$ cat config.mk
export PLATFORM = sky130hd
export DESIGN_NAME = hdlc_byte_unstuff_deframer_core_flat
export DESIGN_NICKNAME = d
export VERILOG_FILES = /design/src/hbud_pkg.sv /design/src/hbud_if.sv /design/src/hbud_ram.sv /design/src/hbud_front.sv /design/src/hbud_queue.sv /design/src/hbud_back.sv /design/src/hbud_byte_unstuff_deframer_core.sv /design/src/flat_wrapper.sv
export SDC_FILE = /design/constraint.sdc
export NUM_CORES = 1
export LEC_CHECK = 0
export ABC_AREA = 0
export BUFFER_PORTS_ARGS = -buffer_cell sky130_fd_sc_hd__buf_4
export CORE_ASPECT_RATIO = 1.2
export CORE_MARGIN = 2
export CORE_UTILIZATION = 30
export CTS_BUF_LIST = sky130_fd_sc_hd__clkbuf_4 sky130_fd_sc_hd__clkbuf_8
export CTS_CLUSTER_SIZE = 16
export DETAILED_ROUTE_END_ITERATION = 6
export GPL_ROUTABILITY_DRIVEN = 0
export GPL_TIMING_DRIVEN = 0
export SETUP_SLACK_MARGIN = 0.5
export SYNTH_ARGS = -nofsm -noshare
export SYNTH_HDL_FRONTEND = slang
export SYNTH_HIERARCHICAL = 1
export SYNTH_SLANG_ARGS = --single-unit
$ cat constraint.sdc
create_clock -name clk_i -period 5.39 [get_ports clk_i]
set_clock_uncertainty 0.15 [all_clocks]
set_input_delay 1.078 -clock clk_i [delete_from_list [all_inputs] [get_ports clk_i]]
set_output_delay 1.078 -clock clk_i [all_outputs]
set_load 0.1 [all_outputs]
$ cat src/hbud_pkg.sv
// ----------------------------------------------------------------------------
// hbud_pkg
// Shared types and constants of the byte unstuffing deframer.
// ----------------------------------------------------------------------------
package hbud_pkg;

  // Largest packet the store holds; the count fields of the command word are sized to it.
  localparam int unsigned MAX_PACKET_BYTES = 64;
  localparam int unsigned PKT_CNT_W        = $clog2(MAX_PACKET_BYTES + 1);

  localparam logic [7:0] FLAG_BYTE  = 8'h7E;
  localparam logic [7:0] ESC_BYTE   = 8'h7D;
  localparam logic [7:0] ESC_FOR_7D = 8'h5D;
  localparam logic [7:0] ESC_FOR_7E = 8'h5E;

  // Input opcodes.
  localparam logic OP_RECEIVE = 1'b0;
  localparam logic OP_CLEAR   = 1'b1;

  // Result kinds. A queued command of kind KIND_PACKET means "replay the store".
  typedef enum logic [1:0] {
    KIND_PACKET    = 2'd0,
    KIND_SKIPPED   = 2'd1,
    KIND_BAD_ESC   = 2'd2,
    KIND_OVERFLOW  = 2'd3
  } kind_e;

  typedef struct packed {
    kind_e                  kind;
    logic [7:0]             data;
    logic [PKT_CNT_W-1:0]   count;
  } cmd_t;

  // Replay engine states.
  typedef enum logic [2:0] {
    ST_IDLE  = 3'b001,
    ST_ISSUE = 3'b010,
    ST_EMIT  = 3'b100
  } back_state_e;

endpackage

$ cat src/hbud_if.sv
// ----------------------------------------------------------------------------
// hbud_in_if / hbud_out_if
// Valid/ready channels for raw line bytes and for deframed result items.
// ----------------------------------------------------------------------------
interface hbud_in_if;
  logic       valid;
  logic       ready;
  logic       opcode;
  logic [7:0] data_byte;

  modport source (output valid, output opcode, output data_byte, input ready);
  modport sink   (input valid, input opcode, input data_byte, output ready);
endinterface

interface hbud_out_if;
  logic       valid;
  logic       ready;
  logic [1:0] kind;
  logic [7:0] payload_byte;
  logic       last;

  modport source (output valid, output kind, output payload_byte, output last,
                  input ready);
  modport sink   (input valid, input kind, input payload_byte, input last,
                  output ready);
endinterface

$ cat src/hbud_ram.sv
// ----------------------------------------------------------------------------
// hbud_ram
// Generic single write port RAM with one registered, enabled read port.
// ----------------------------------------------------------------------------
module hbud_ram #(
  parameter int unsigned Width = 8,
  parameter int unsigned Depth = 64
) (
  input  logic                     clk_i,
  input  logic                     we_i,
  input  logic [$clog2(Depth)-1:0] waddr_i,
  input  logic [Width-1:0]         wdata_i,
  input  logic                     re_i,
  input  logic [$clog2(Depth)-1:0] raddr_i,
  output logic [Width-1:0]         rdata_o
);

  logic [Width-1:0] mem_q [Depth];
  logic [Width-1:0] rdata_q;

  always_ff @(posedge clk_i) begin
    if (we_i) begin
      mem_q[waddr_i] <= wdata_i;
    end
    if (re_i) begin
      rdata_q <= mem_q[raddr_i];
    end
  end

  assign rdata_o = rdata_q;

endmodule

$ cat src/hbud_front.sv
// ----------------------------------------------------------------------------
// hbud_front
// Flag and escape parser. Writes payload bytes into the packet store and
// queues one command per result or per packet to replay.
// ----------------------------------------------------------------------------
module hbud_front #(
  parameter int unsigned MaxPacketBytes = hbud_pkg::MAX_PACKET_BYTES
) (
  input  logic                              clk_i,
  input  logic                              rst_ni,
  hbud_in_if.sink                           in_i,
  output logic                              push_o,
  output hbud_pkg::cmd_t                    cmd_o,
  input  logic                              q_ready_i,
  input  logic                              replay_done_i,
  output logic                              we_o,
  output logic [$clog2(MaxPacketBytes)-1:0] waddr_o,
  output logic [7:0]                        wdata_o
);
  import hbud_pkg::*;

  localparam int unsigned CntW  = $clog2(MaxPacketBytes + 1);
  localparam int unsigned AddrW = $clog2(MaxPacketBytes);

  logic            started_q, started_d;
  logic            esc_q, esc_d;
  logic [CntW-1:0] cnt_q, cnt_d;
  logic            replay_pend_q, replay_pend_d;
  logic            accept;
  logic            store_req;
  logic [7:0]      store_val;

  // The store is frozen while a packet is being replayed.
  assign in_i.ready = q_ready_i && !replay_pend_q;
  assign accept     = in_i.valid && in_i.ready;
  assign waddr_o    = cnt_q[AddrW-1:0];

  always_comb begin
    started_d     = started_q;
    esc_d         = esc_q;
    cnt_d         = cnt_q;
    replay_pend_d = replay_pend_q;
    push_o        = 1'b0;
    cmd_o         = '{kind: KIND_SKIPPED, data: in_i.data_byte, count: '0};
    store_req     = 1'b0;
    store_val     = in_i.data_byte;
    we_o          = 1'b0;
    wdata_o       = in_i.data_byte;

    if (replay_done_i) begin
      replay_pend_d = 1'b0;
    end

    if (accept) begin
      if (in_i.opcode == OP_CLEAR) begin
        started_d = 1'b0;
        esc_d     = 1'b0;
        cnt_d     = '0;
      end else if (!started_q) begin
        if (in_i.data_byte == FLAG_BYTE) begin
          started_d = 1'b1;
        end else begin
          push_o = 1'b1;
        end
      end else if (esc_q) begin
        esc_d = 1'b0;
        if (in_i.data_byte == ESC_FOR_7D) begin
          store_req = 1'b1;
          store_val = ESC_BYTE;
        end else if (in_i.data_byte == ESC_FOR_7E) begin
          store_req = 1'b1;
          store_val = FLAG_BYTE;
        end else begin
          started_d = 1'b0;
          cnt_d     = '0;
          push_o    = 1'b1;
          cmd_o     = '{kind: KIND_BAD_ESC, data: 8'h00, count: '0};
        end
      end else if (in_i.data_byte == FLAG_BYTE) begin
        cnt_d = '0;
        if (cnt_q != '0) begin
          push_o        = 1'b1;
          cmd_o         = '{kind: KIND_PACKET, data: 8'h00, count: PKT_CNT_W'(cnt_q)};
          replay_pend_d = 1'b1;
        end
      end else if (in_i.data_byte == ESC_BYTE) begin
        esc_d = 1'b1;
      end else begin
        store_req = 1'b1;
      end
    end

    if (store_req) begin
      if (cnt_q >= CntW'(MaxPacketBytes)) begin
        started_d = 1'b0;
        esc_d     = 1'b0;
        cnt_d     = '0;
        push_o    = 1'b1;
        cmd_o     = '{kind: KIND_OVERFLOW, data: 8'h00, count: '0};
      end else begin
        we_o    = 1'b1;
        wdata_o = store_val;
        cnt_d   = cnt_q + CntW'(1);
      end
    end
  end

  always_ff @(posedge clk_i or negedge rst_ni) begin
    if (!rst_ni) begin
      started_q     <= 1'b0;
      esc_q         <= 1'b0;
      cnt_q         <= '0;
      replay_pend_q <= 1'b0;
    end else begin
      started_q     <= started_d;
      esc_q         <= esc_d;
      cnt_q         <= cnt_d;
      replay_pend_q <= replay_pend_d;
    end
  end

endmodule

$ cat src/hbud_queue.sv
// ----------------------------------------------------------------------------
// hbud_queue
// Two-entry command queue between the parser and the replay engine.
// ----------------------------------------------------------------------------
module hbud_queue (
  input  logic           clk_i,
  input  logic           rst_ni,
  input  logic           push_i,
  input  hbud_pkg::cmd_t cmd_i,
  output logic           ready_o,
  output logic           valid_o,
  output hbud_pkg::cmd_t cmd_o,
  input  logic           pop_i
);
  import hbud_pkg::*;

  cmd_t       entry_q [2];
  logic       wptr_q, rptr_q;
  logic [1:0] fill_q;

  assign ready_o = (fill_q != 2'd2);
  assign valid_o = (fill_q != 2'd0);
  assign cmd_o   = entry_q[rptr_q];

  always_ff @(posedge clk_i) begin
    if (push_i) begin
      entry_q[wptr_q] <= cmd_i;
    end
  end

  always_ff @(posedge clk_i or negedge rst_ni) begin
    if (!rst_ni) begin
      wptr_q <= 1'b0;
      rptr_q <= 1'b0;
      fill_q <= 2'd0;
    end else begin
      if (push_i) begin
        wptr_q <= !wptr_q;
      end
      if (pop_i) begin
        rptr_q <= !rptr_q;
      end
      fill_q <= fill_q + {1'b0, push_i} - {1'b0, pop_i};
    end
  end

endmodule

$ cat src/hbud_back.sv
// ----------------------------------------------------------------------------
// hbud_back
// Replay engine. Turns queued commands into result items, reading the
// packet store one byte at a time, and holds the output register.
// ----------------------------------------------------------------------------
module hbud_back #(
  parameter int unsigned MaxPacketBytes = hbud_pkg::MAX_PACKET_BYTES
) (
  input  logic                              clk_i,
  input  logic                              rst_ni,
  input  logic                              q_valid_i,
  input  hbud_pkg::cmd_t                    cmd_i,
  output logic                              pop_o,
  output logic                              re_o,
  output logic [$clog2(MaxPacketBytes)-1:0] raddr_o,
  input  logic [7:0]                        rdata_i,
  output logic                              replay_done_o,
  hbud_out_if.source                        out_o
);
  import hbud_pkg::*;

  localparam int unsigned CntW  = $clog2(MaxPacketBytes + 1);
  localparam int unsigned AddrW = $clog2(MaxPacketBytes);

  back_state_e     state_q, state_d;
  logic [CntW-1:0] idx_q, idx_d;
  logic [CntW-1:0] cnt_q, cnt_d;
  logic            out_valid_q, out_valid_d;
  logic [1:0]      kind_q;
  logic [7:0]      byte_q;
  logic            last_q;
  logic            slot_free;
  logic            load;
  logic [1:0]      ld_kind;
  logic [7:0]      ld_byte;
  logic            ld_last;
  logic            final_byte;

  assign slot_free  = !out_valid_q || out_o.ready;
  assign raddr_o    = idx_q[AddrW-1:0];
  assign final_byte = ((idx_q + CntW'(1)) == cnt_q);

  always_comb begin
    state_d       = state_q;
    idx_d         = idx_q;
    cnt_d         = cnt_q;
    pop_o         = 1'b0;
    re_o          = 1'b0;
    replay_done_o = 1'b0;
    load          = 1'b0;
    ld_kind       = cmd_i.kind;
    ld_byte       = cmd_i.data;
    ld_last       = 1'b1;

    unique case (state_q)
      ST_IDLE: begin
        if (q_valid_i) begin
          if (cmd_i.kind == KIND_PACKET) begin
            pop_o   = 1'b1;
            cnt_d   = CntW'(cmd_i.count);
            idx_d   = '0;
            state_d = ST_ISSUE;
          end else if (slot_free) begin
            pop_o = 1'b1;
            load  = 1'b1;
          end
        end
      end
      ST_ISSUE: begin
        re_o    = 1'b1;
        state_d = ST_EMIT;
      end
      ST_EMIT: begin
        if (slot_free) begin
          load    = 1'b1;
          ld_kind = KIND_PACKET;
          ld_byte = rdata_i;
          ld_last = final_byte;
          if (final_byte) begin
            replay_done_o = 1'b1;
            state_d       = ST_IDLE;
          end else begin
            idx_d   = idx_q + CntW'(1);
            state_d = ST_ISSUE;
          end
        end
      end
      default: begin
        state_d = ST_IDLE;
      end
    endcase

    if (load) begin
      out_valid_d = 1'b1;
    end else if (out_o.ready) begin
      out_valid_d = 1'b0;
    end else begin
      out_valid_d = out_valid_q;
    end
  end

  always_ff @(posedge clk_i or negedge rst_ni) begin
    if (!rst_ni) begin
      state_q     <= ST_IDLE;
      idx_q       <= '0;
      cnt_q       <= '0;
      out_valid_q <= 1'b0;
    end else begin
      state_q     <= state_d;
      idx_q       <= idx_d;
      cnt_q       <= cnt_d;
      out_valid_q <= out_valid_d;
    end
  end

  always_ff @(posedge clk_i) begin
    if (load) begin
      kind_q <= ld_kind;
      byte_q <= ld_byte;
      last_q <= ld_last;
    end
  end

  assign out_o.valid        = out_valid_q;
  assign out_o.kind         = kind_q;
  assign out_o.payload_byte = byte_q;
  assign out_o.last         = last_q;

endmodule

$ cat src/hbud_byte_unstuff_deframer_core.sv
// ----------------------------------------------------------------------------
// hdlc_byte_unstuff_deframer_core
// Byte unstuffing HDLC deframer: flag hunting, escape removal, packet buffer.
//
// A skipped byte or an error result passes from the parser through the command
// queue into the output register. Input items are taken one per cycle
// while no packet is being replayed and the output keeps up. A closing flag
// of a non-empty packet starts a replay of the packet store, which reads each
// stored byte from the RAM and then loads it into the output register, and
// input is held off until the last byte has been loaded.
// Reset clears the parser, the queue and the output register; the packet
// store itself is not cleared, since it is only read below the fill count.
// ----------------------------------------------------------------------------
module hdlc_byte_unstuff_deframer_core #(
  parameter int unsigned MaxPacketBytes = hbud_pkg::MAX_PACKET_BYTES
) (
  input  logic        clk_i,
  input  logic        rst_ni,
  hbud_in_if.sink     in_i,
  hbud_out_if.source  out_o
);
  import hbud_pkg::*;

  localparam int unsigned AddrW = $clog2(MaxPacketBytes);

  // Front side: parser outputs toward the queue and the store.
  logic             push;
  cmd_t             push_cmd;
  logic             q_ready;
  logic             st_we;
  logic [AddrW-1:0] st_waddr;
  logic [7:0]       st_wdata;

  // Back side: queue head and store read port.
  logic             q_valid;
  cmd_t             head_cmd;
  logic             pop;
  logic             st_re;
  logic [AddrW-1:0] st_raddr;
  logic [7:0]       st_rdata;
  logic             replay_done;

  // The parser owns flag/escape state and the fill count. It writes the
  // store and queues a command for every result or packet it produces.
  hbud_front #(
    .MaxPacketBytes(MaxPacketBytes)
  ) u_front (
    .clk_i         (clk_i),
    .rst_ni        (rst_ni),
    .in_i          (in_i),
    .push_o        (push),
    .cmd_o         (push_cmd),
    .q_ready_i     (q_ready),
    .replay_done_i (replay_done),
    .we_o          (st_we),
    .waddr_o       (st_waddr),
    .wdata_o       (st_wdata)
  );

  // The queue lets the parser keep taking bytes while results wait on a
  // stalled output.
  hbud_queue u_queue (
    .clk_i   (clk_i),
    .rst_ni  (rst_ni),
    .push_i  (push),
    .cmd_i   (push_cmd),
    .ready_o (q_ready),
    .valid_o (q_valid),
    .cmd_o   (head_cmd),
    .pop_i   (pop)
  );

  // Packet store. It is written only by the parser and read only by the
  // replay engine; the parser stays stalled while a replay is pending.
  hbud_ram #(
    .Width(8),
    .Depth(MaxPacketBytes)
  ) u_store (
    .clk_i   (clk_i),
    .we_i    (st_we),
    .waddr_i (st_waddr),
    .wdata_i (st_wdata),
    .re_i    (st_re),
    .raddr_i (st_raddr),
    .rdata_o (st_rdata)
  );

  // The replay engine drives the output register.
  hbud_back #(
    .MaxPacketBytes(MaxPacketBytes)
  ) u_back (
    .clk_i         (clk_i),
    .rst_ni        (rst_ni),
    .q_valid_i     (q_valid),
    .cmd_i         (head_cmd),
    .pop_o         (pop),
    .re_o          (st_re),
    .raddr_o       (st_raddr),
    .rdata_i       (st_rdata),
    .replay_done_o (replay_done),
    .out_o         (out_o)
  );

endmodule

$ cat src/flat_wrapper.sv
// flat-port wrapper written by rule: the top's interface ports become plain ports
module hdlc_byte_unstuff_deframer_core_flat import hbud_pkg::*;
#(
  parameter int unsigned MaxPacketBytes = hbud_pkg::MAX_PACKET_BYTES
)
  (clk_i, rst_ni, in_i_valid, in_i_opcode, in_i_data_byte, in_i_ready, out_o_valid, out_o_kind, out_o_payload_byte, out_o_last, out_o_ready);
  hbud_in_if in_i_i ();
  hbud_out_if out_o_i ();
  input  logic clk_i;
  input  logic rst_ni;
  input wire logic [$bits(in_i_i.valid)-1:0] in_i_valid;
  input wire logic [$bits(in_i_i.opcode)-1:0] in_i_opcode;
  input wire logic [$bits(in_i_i.data_byte)-1:0] in_i_data_byte;
  output wire logic [$bits(in_i_i.ready)-1:0] in_i_ready;
  output wire logic [$bits(out_o_i.valid)-1:0] out_o_valid;
  output wire logic [$bits(out_o_i.kind)-1:0] out_o_kind;
  output wire logic [$bits(out_o_i.payload_byte)-1:0] out_o_payload_byte;
  output wire logic [$bits(out_o_i.last)-1:0] out_o_last;
  input wire logic [$bits(out_o_i.ready)-1:0] out_o_ready;
  assign in_i_i.valid = in_i_valid;
  assign in_i_i.opcode = in_i_opcode;
  assign in_i_i.data_byte = in_i_data_byte;
  assign in_i_ready = in_i_i.ready;
  assign out_o_valid = out_o_i.valid;
  assign out_o_kind = out_o_i.kind;
  assign out_o_payload_byte = out_o_i.payload_byte;
  assign out_o_last = out_o_i.last;
  assign out_o_i.ready = out_o_ready;
  hdlc_byte_unstuff_deframer_core #(.MaxPacketBytes(MaxPacketBytes)) u_core (.clk_i(clk_i), .rst_ni(rst_ni), .in_i(in_i_i), .out_o(out_o_i));
endmodule
Word level (Yosys, flattened, before mapping)
Memory sizes are Yosys's and may differ from the RTL's. A register that Yosys moved wholly into a read port is not among the register bits.
Cells that the tools add are included.
- reductions and logical operators: 20
- equal/unequal tests: 15
- magnitude comparators: 1
- mux-type cells: 101
- $add $sub $neg: 4
- operators with widths (operator ; number):
    17-bit two-way mux ; 8
    7-bit two-way mux ; 13
    8-bit two-way mux ; 10
    1-bit two-way mux ; 59
    8-bit by 7-bit equality test with 1-bit output (second input constant) ; 4
    16-bit two-way mux ; 2
    7-bit by 1-bit adder with 7-bit output (second input constant) ; 2
    7-bit case mux with 2 select lines ; 1
    5-bit AND reduction ; 2
    3-bit two-way mux ; 3
    3-bit case mux with 3 select lines ; 1
    2-bit inequality test (second input constant) ; 4
    4-bit inequality test (second input constant) ; 2
    2-bit nonzero test ; 4
    7-bit equality test ; 1
    7-bit >= comparator (second input constant) ; 1
    7-bit nonzero test ; 1
    2-bit two-way mux ; 3
    3-bit AND reduction ; 2
    1-bit zero test ; 4
    4-bit nonzero test ; 1
    3-bit by 1-bit equality test with 1-bit output (second input constant) ; 1
    3-bit by 2-bit equality test with 1-bit output (second input constant) ; 1
    3-bit equality test (second input constant) ; 1
    9 further kinds ; 10
- output and inout bits: 13
- word-level logic and storage cells: 157
- RAM bits: 546
- register bits: 43
- memories: 2
- memories (memory ; depth ; bits a word ; read ports ; clocked after Yosys merged registers in ; wr ports ; line ; RTL):
    u_core.u_store.mem_q ; 64 ; 8 ; 1 ; 1 ; 1 ; hbud_ram.sv:18 ; logic [Width-1:0] mem_q [Depth];
    u_core.u_queue.entry_q ; 2 ; 17 ; 1 ; 0 ; 1 ; hbud_queue.sv:17 ; cmd_t entry_q [2];

Depth between registers and ports, before layout
- word-level depth: 12
- mapped depth: 10

Hierarchy
The synthesis kept the hierarchy.
- by module, submodules not included (module ; area an instance (um^2) ; sequential area each (um^2) ; times used ; cells an instance):
    hbud_ram ; 20245.7 ; 15615.0 ; 1 ; 940
    hbud_back ; 1584.0 ; 782.0 ; 1 ; 134
    hbud_queue ; 1476.4 ; 1121.1 ; 1 ; 68
    hbud_front ; 1077.3 ; 250.2 ; 1 ; 137

Worst setup path after synthesis
No wires, ideal clock.
- path kind: input to register
- from: input port in_i_data_byte[7]
- to: memory u_core.u_store.mem_q[0][5] (data pin)
- data required time: 4.709 ns
- cell stages on the path: 4
- path buffers: 0
- library setup time: 0.531 ns
- arrival time: 3.783 ns
- path slack: 0.927 ns
- path through: nand3b_1 -> nor4_1 -> nand4_1 -> o21bai_1
- word-level cells in the longest chain between the ends: 9
- elaborated cells between the ends (all ways): 20
- ends and longest elaborated chain (item ; line ; RTL):
    start, declared ; flat_wrapper.sv:13 ; input wire logic [$bits(in_i_i.data_byte)-1:0] in_i_data_byte;
    8-bit by 7-bit equality test with 1-bit output ; hbud_front.sv:70 ; end else if (in_i.data_byte == ESC_FOR_7E) begin
    8-bit two-way mux ; hbud_front.sv:70 ;
    8-bit two-way mux ; hbud_front.sv:67 ; if (in_i.data_byte == ESC_FOR_7D) begin
    8-bit two-way mux ; hbud_front.sv:65 ; end else if (esc_q) begin
    8-bit two-way mux ; hbud_front.sv:59 ; end else if (!started_q) begin
    8-bit two-way mux ; hbud_front.sv:55 ; if (in_i.opcode == OP_CLEAR) begin
    8-bit two-way mux ; hbud_front.sv:54 ; if (accept) begin
    8-bit two-way mux ; hbud_front.sv:94 ; if (cnt_q >= CntW'(MaxPacketBytes)) begin
    8-bit two-way mux * ; hbud_front.sv:93 ; if (store_req) begin
    named net u_core.st_wdata[5] ; hbud_byte_unstuff_deframer_core.sv:32 ; logic [7:0] st_wdata;
    end, declared ; hbud_ram.sv:18 ;
Mark *: on every way through the listed nets, which the timed path passes. The rest lies on a longest branch.

Worst setup path in the final report
- from: register u_core.u_queue.fill_q[1]
- to: memory u_core.u_store.mem_q[19][7] (enable)
- word-level cells in the longest chain between the ends: 7
- ends and longest elaborated chain (item ; line ; RTL):
    start, declared ; hbud_queue.sv:19 ; logic [1:0] fill_q;
    start signal, assigned ; hbud_queue.sv:43 ; fill_q <= fill_q + {1'b0, push_i} - {1'b0, pop_i};
    2-bit inequality test ; hbud_queue.sv:21 ; assign ready_o = (fill_q != 2'd2);
    named net u_core.q_ready ; hbud_byte_unstuff_deframer_core.sv:29 ; logic q_ready;
    1-bit logical AND ; hbud_front.sv:34 ; assign in_i.ready = q_ready_i && !replay_pend_q;
    1-bit logical AND ; hbud_front.sv:35 ; assign accept = in_i.valid && in_i.ready;
    1-bit two-way mux ; hbud_front.sv:54 ;
    1-bit two-way mux ; hbud_front.sv:93 ;
    named net u_core.st_we ; hbud_byte_unstuff_deframer_core.sv:30 ; logic st_we;
    1-bit two-way mux ; hbud_ram.sv:22 ; if (we_i) begin
    1-bit two-way mux (not written as such) ; hbud_ram.sv:23 ; mem_q[waddr_i] <= wdata_i;
The timed path passes the listed nets, and every way through them passes these cells.

==> results.txt <==
All-Layer GR Usage: 13.97%
CP max-delay cell: nor2_1
Reg-to-reg slack, setup: 1.24 ns
Avg Synthesized Cell Area: 19.06 um2
Top FF cell, synth: edfxtp_1
Reg2reg start: u_core/u_queue/fill_q[1]$_DFF_PN0_
Crit-path max cell delay: 0.92 ns
Max Fclk: 240.8 MHz
WL met3: 3777 um
Kind of critical path: register to register
DRT antenna net count: 0
Sink Count: 597
CP most frequent cell: nand3_1
Routed wl met2: 29,570 um
Synthesized Nets: 1,297
Fin. max-slew vios: 0
RSZ-0062 raised after global routing: no
Synth top area share: 69.58%
I/O pin total: 26
TritonCTS Buffers: 92
Req. time, crit path: 5.53 ns
Top Layer Used: met4
Startpoint Class: register
Final wirelength: 58,480 um
CTS resizes: 0
Largest net degree at the start of global routing: 46
Core area: 0.08059 mm2
Worst EP arrival: 4.29 ns
M1 wire length: 22,300 um
Routed wire per std cell: 23.21 um
Root buf cell: clkbuf_8
Slew margin rel.: 21.80%
CTS H-Tree Depth: 3
Iteration-0 DRC Markers: 1,255
Worst R2R End: u_core/u_store/mem_q[19][7]$_DFFE_PP_
Antenna violations before repair: 1
Top cell type by total area after synthesis: edfxtp_1
Post-Syn Area: 0.02438 mm2
Final Power: 11,570 uW
Multi-input gate area: 0.006075 mm2
Distinct cell type count after synthesis: 77
Worst-Margin Slew: 1.164 ns
Initial core utilization: 30.26%
CP Cell Sequence: nand2b_1 > nand3b_1 > nor3_1 > nand3_1 > inv_2 > nor2b_1 > nand3_1 > nor2_1
Critical Path End Type: register
Seq/Total Area, Yosys: 72.87%
Worst VDD drop: 0.0002528 V
First-pass GRT wire length: 85,930 um
Vias in the first global route: 13,170
Hold buffers post-CTS: 0
Layout net count: 1,422
Post-layout min period: 4.154 ns
Max Root-Sink Buffers: 3
Final worst path period share: 77.06%
Setup bufs post-CTS: 0
DP HPWL: 39,340 um
GRT overflow: 0
Die W: 264.3 um
Final setup viols: 0
Worst hold path type: input pin to asynchronous set/reset pin
Fill cell count: 7,480
Clock-pin slew on the worst setup and hold paths: 0.06 ns
Worst-case reg-to-reg path depth: 8
PortBufs: 23
Synth-to-layout area growth: 14.62%
Leak: 0.008622 uW
Share of cells above drive strength 1: 29.56%
Syn. warnings: 6
Vias/cell: 5.036
Max-Cap Viols: 0
Register bit total from synthesis: 597
Placement Rows: 114
Mapped Cells: 1,279
# DRC: 0
Final Hold Vio Count: 0
CTS tree: yes
Fraction of registers with async set/reset: 5.360%
Die footprint: 0.08359 mm2
Ranking of synthesized cells by area: edfxtp_1 (70%), mux4_2 (12%), dfrtp_1 (3.2%)
Chip height: 316.3 um
Clock Latency Late Sink: 0.70 ns
Status: finished, final reports clean
FF/Latch Area: 0.01777 mm2
Post-synth EDFFs: 565
Crit path max fanout: 8
PwrDens: 413.8 mW/mm2
Via count: 12,690
WHS: 0.1908 ns
DR pass1 iterations: 5
## layout by cell type, fill, tap and decap left out, types with 24 or more instances in the layout
cell,instances
buf_4,47
clkbuf_4,27
clkbuf_8,97
dfrtp_1,31
edfxtp_1,565
mux2_2,36
mux2i_1,24
mux4_2,126
nand2_1,40
nand3_1,24
nor2_1,94
## area by class of cell
type	count	area share, %
inverter	14	0.1880
buffer	81	1.880
multi-input combinational	587	21.73
tap	1044	4.674
timing repair buffer	31	1.218
sequential	597	63.57
clock inverter	41	1.222
antenna	1	0.008953
clock buffer	124	5.502
## power breakdown
part	total (uW)	switching, uW	internal, uW	leakage [uW]
Clock	3830	1760	2070	0.000981
Combinational	2400	1540	856	0.00215
Sequential	5340	88.4	5250	0.00549
Total	11600	3390	8170	0.00862
## registers in the layout, summed over array words and instances, names as in the netlist
| register | flops |
|---|---|
| u_core/u_store/rdata_o | 8 |
| u_core/u_back/idx_q | 7 |
| u_core/u_front/replay_pend_q | 1 |
| u_core/u_back/out_o.kind | 2 |
| u_core/u_back/out_o.last | 1 |
| u_core/u_front/esc_q | 1 |
| u_core/u_queue/rptr_q | 1 |
| u_core/u_back/state_q | 3 |
| u_core/u_back/out_o.payload_byte | 8 |
| u_core/u_queue/wptr_q | 1 |
| u_core/u_queue/entry_q | 34 |
| u_core/u_back/out_o.valid | 1 |
| u_core/u_front/cnt_q | 7 |
| u_core/u_store/mem_q | 512 |
| u_core/u_back/cnt_q | 7 |
| u_core/u_queue/fill_q | 2 |
| u_core/u_front/started_q | 1 |
## layer usage
layer  GRT usage (%)  vias up
li1                -     5454
met1           16.52     6577
met2           24.28      530
met3           2.407      129
met4           7.761        0
met5               0        -
## cells in the mapped netlist, types with 4 or more instances
master and instances:
mux2_4 9, dfrtp_1 31, o221ai_1 9, mux2i_1 24, nand4_1 6, nor3_1 12, xor2_1 7, nor2b_1 19
o2bb2ai_1 7, a221oi_1 6, buf_2 17, nand3b_1 8, mux4_2 126, o41ai_1 6, nor4_1 5, a31oi_1 5
edfxtp_1 565, a211oi_2 4, ha_1 5, buf_4 24, a21oi_1 7, o21ai_0 15, a211oi_1 5, nand2_1 40
buf_1 4, nor2_1 94, or2_2 5, nand4b_1 5, buf_6 7, o211ai_1 4, xnor2_1 6, mux2_2 36
nand2b_1 12, o22ai_1 9, o2111ai_1 6, nand3_1 24, inv_1 13, clkbuf_1 26, and2_1 12
## worst max-delay path, delay by kind of cell (launching register included)
kind                   cells  cell delay (ns)
and+or+nand+nor            7             3.02
DFF                        1             0.39
buffers and inverters      1             0.19
## metrics by stage
stage	area (um2)	util [%]	instances	TNS, ns	setup slack [ns]
after floorplan	24380	-	1279	0	0.9267
after global placement	25860	32.09	2346	-101.29	-1.589
after detailed placement	26050	32.33	2354	0	0.6247
after CTS	27930	34.66	2519	0	1.242
after global routing	27950	34.68	2520	0	1.016
final	27950	34.68	2520	0	1.236
## kinds of logic (layout without fill, tap and decap cells)
| family | count (synthesis) | after routing | share of synthesized area, % |
|---|---|---|---|
| DFF | 597 | 597 | 72.87 |
| other | 0 | 1 | 0 |
| and+or+nand+nor | 260 | 260 | 5.419 |
| AOI/OAI and AO/OA | 113 | 113 | 3.715 |
| adders and majority gates | 5 | 5 | 0.2566 |
| xor gates and xnor gates | 14 | 14 | 0.5644 |
| buffers and inverters | 95 | 291 | 2.335 |
| muxes | 195 | 195 | 14.84 |
## how the worst max path moves through the flow
stage               depth (start not counted)  slack (ns)                                    end                          startpoint
floorplan                                   4        0.93   u_core/u_store/mem_q[0][5]$_DFFE_PP_                   in_i_data_byte[7]
finish                                      8        1.24  u_core/u_store/mem_q[19][7]$_DFFE_PP_  u_core/u_queue/fill_q[1]$_DFF_PN0_
CTS                                         8        1.24  u_core/u_store/mem_q[32][0]$_DFFE_PP_  u_core/u_queue/fill_q[1]$_DFF_PN0_
detailed placement                          8        0.62  u_core/u_store/mem_q[32][7]$_DFFE_PP_                          in_i_valid
global placement                            5       -1.59  u_core/u_store/mem_q[10][5]$_DFFE_PP_                   in_i_data_byte[7]
global route                                8        1.02  u_core/u_store/mem_q[59][0]$_DFFE_PP_  u_core/u_queue/fill_q[1]$_DFF_PN0_
Note: power is estimated with default switching activity, not from simulation.
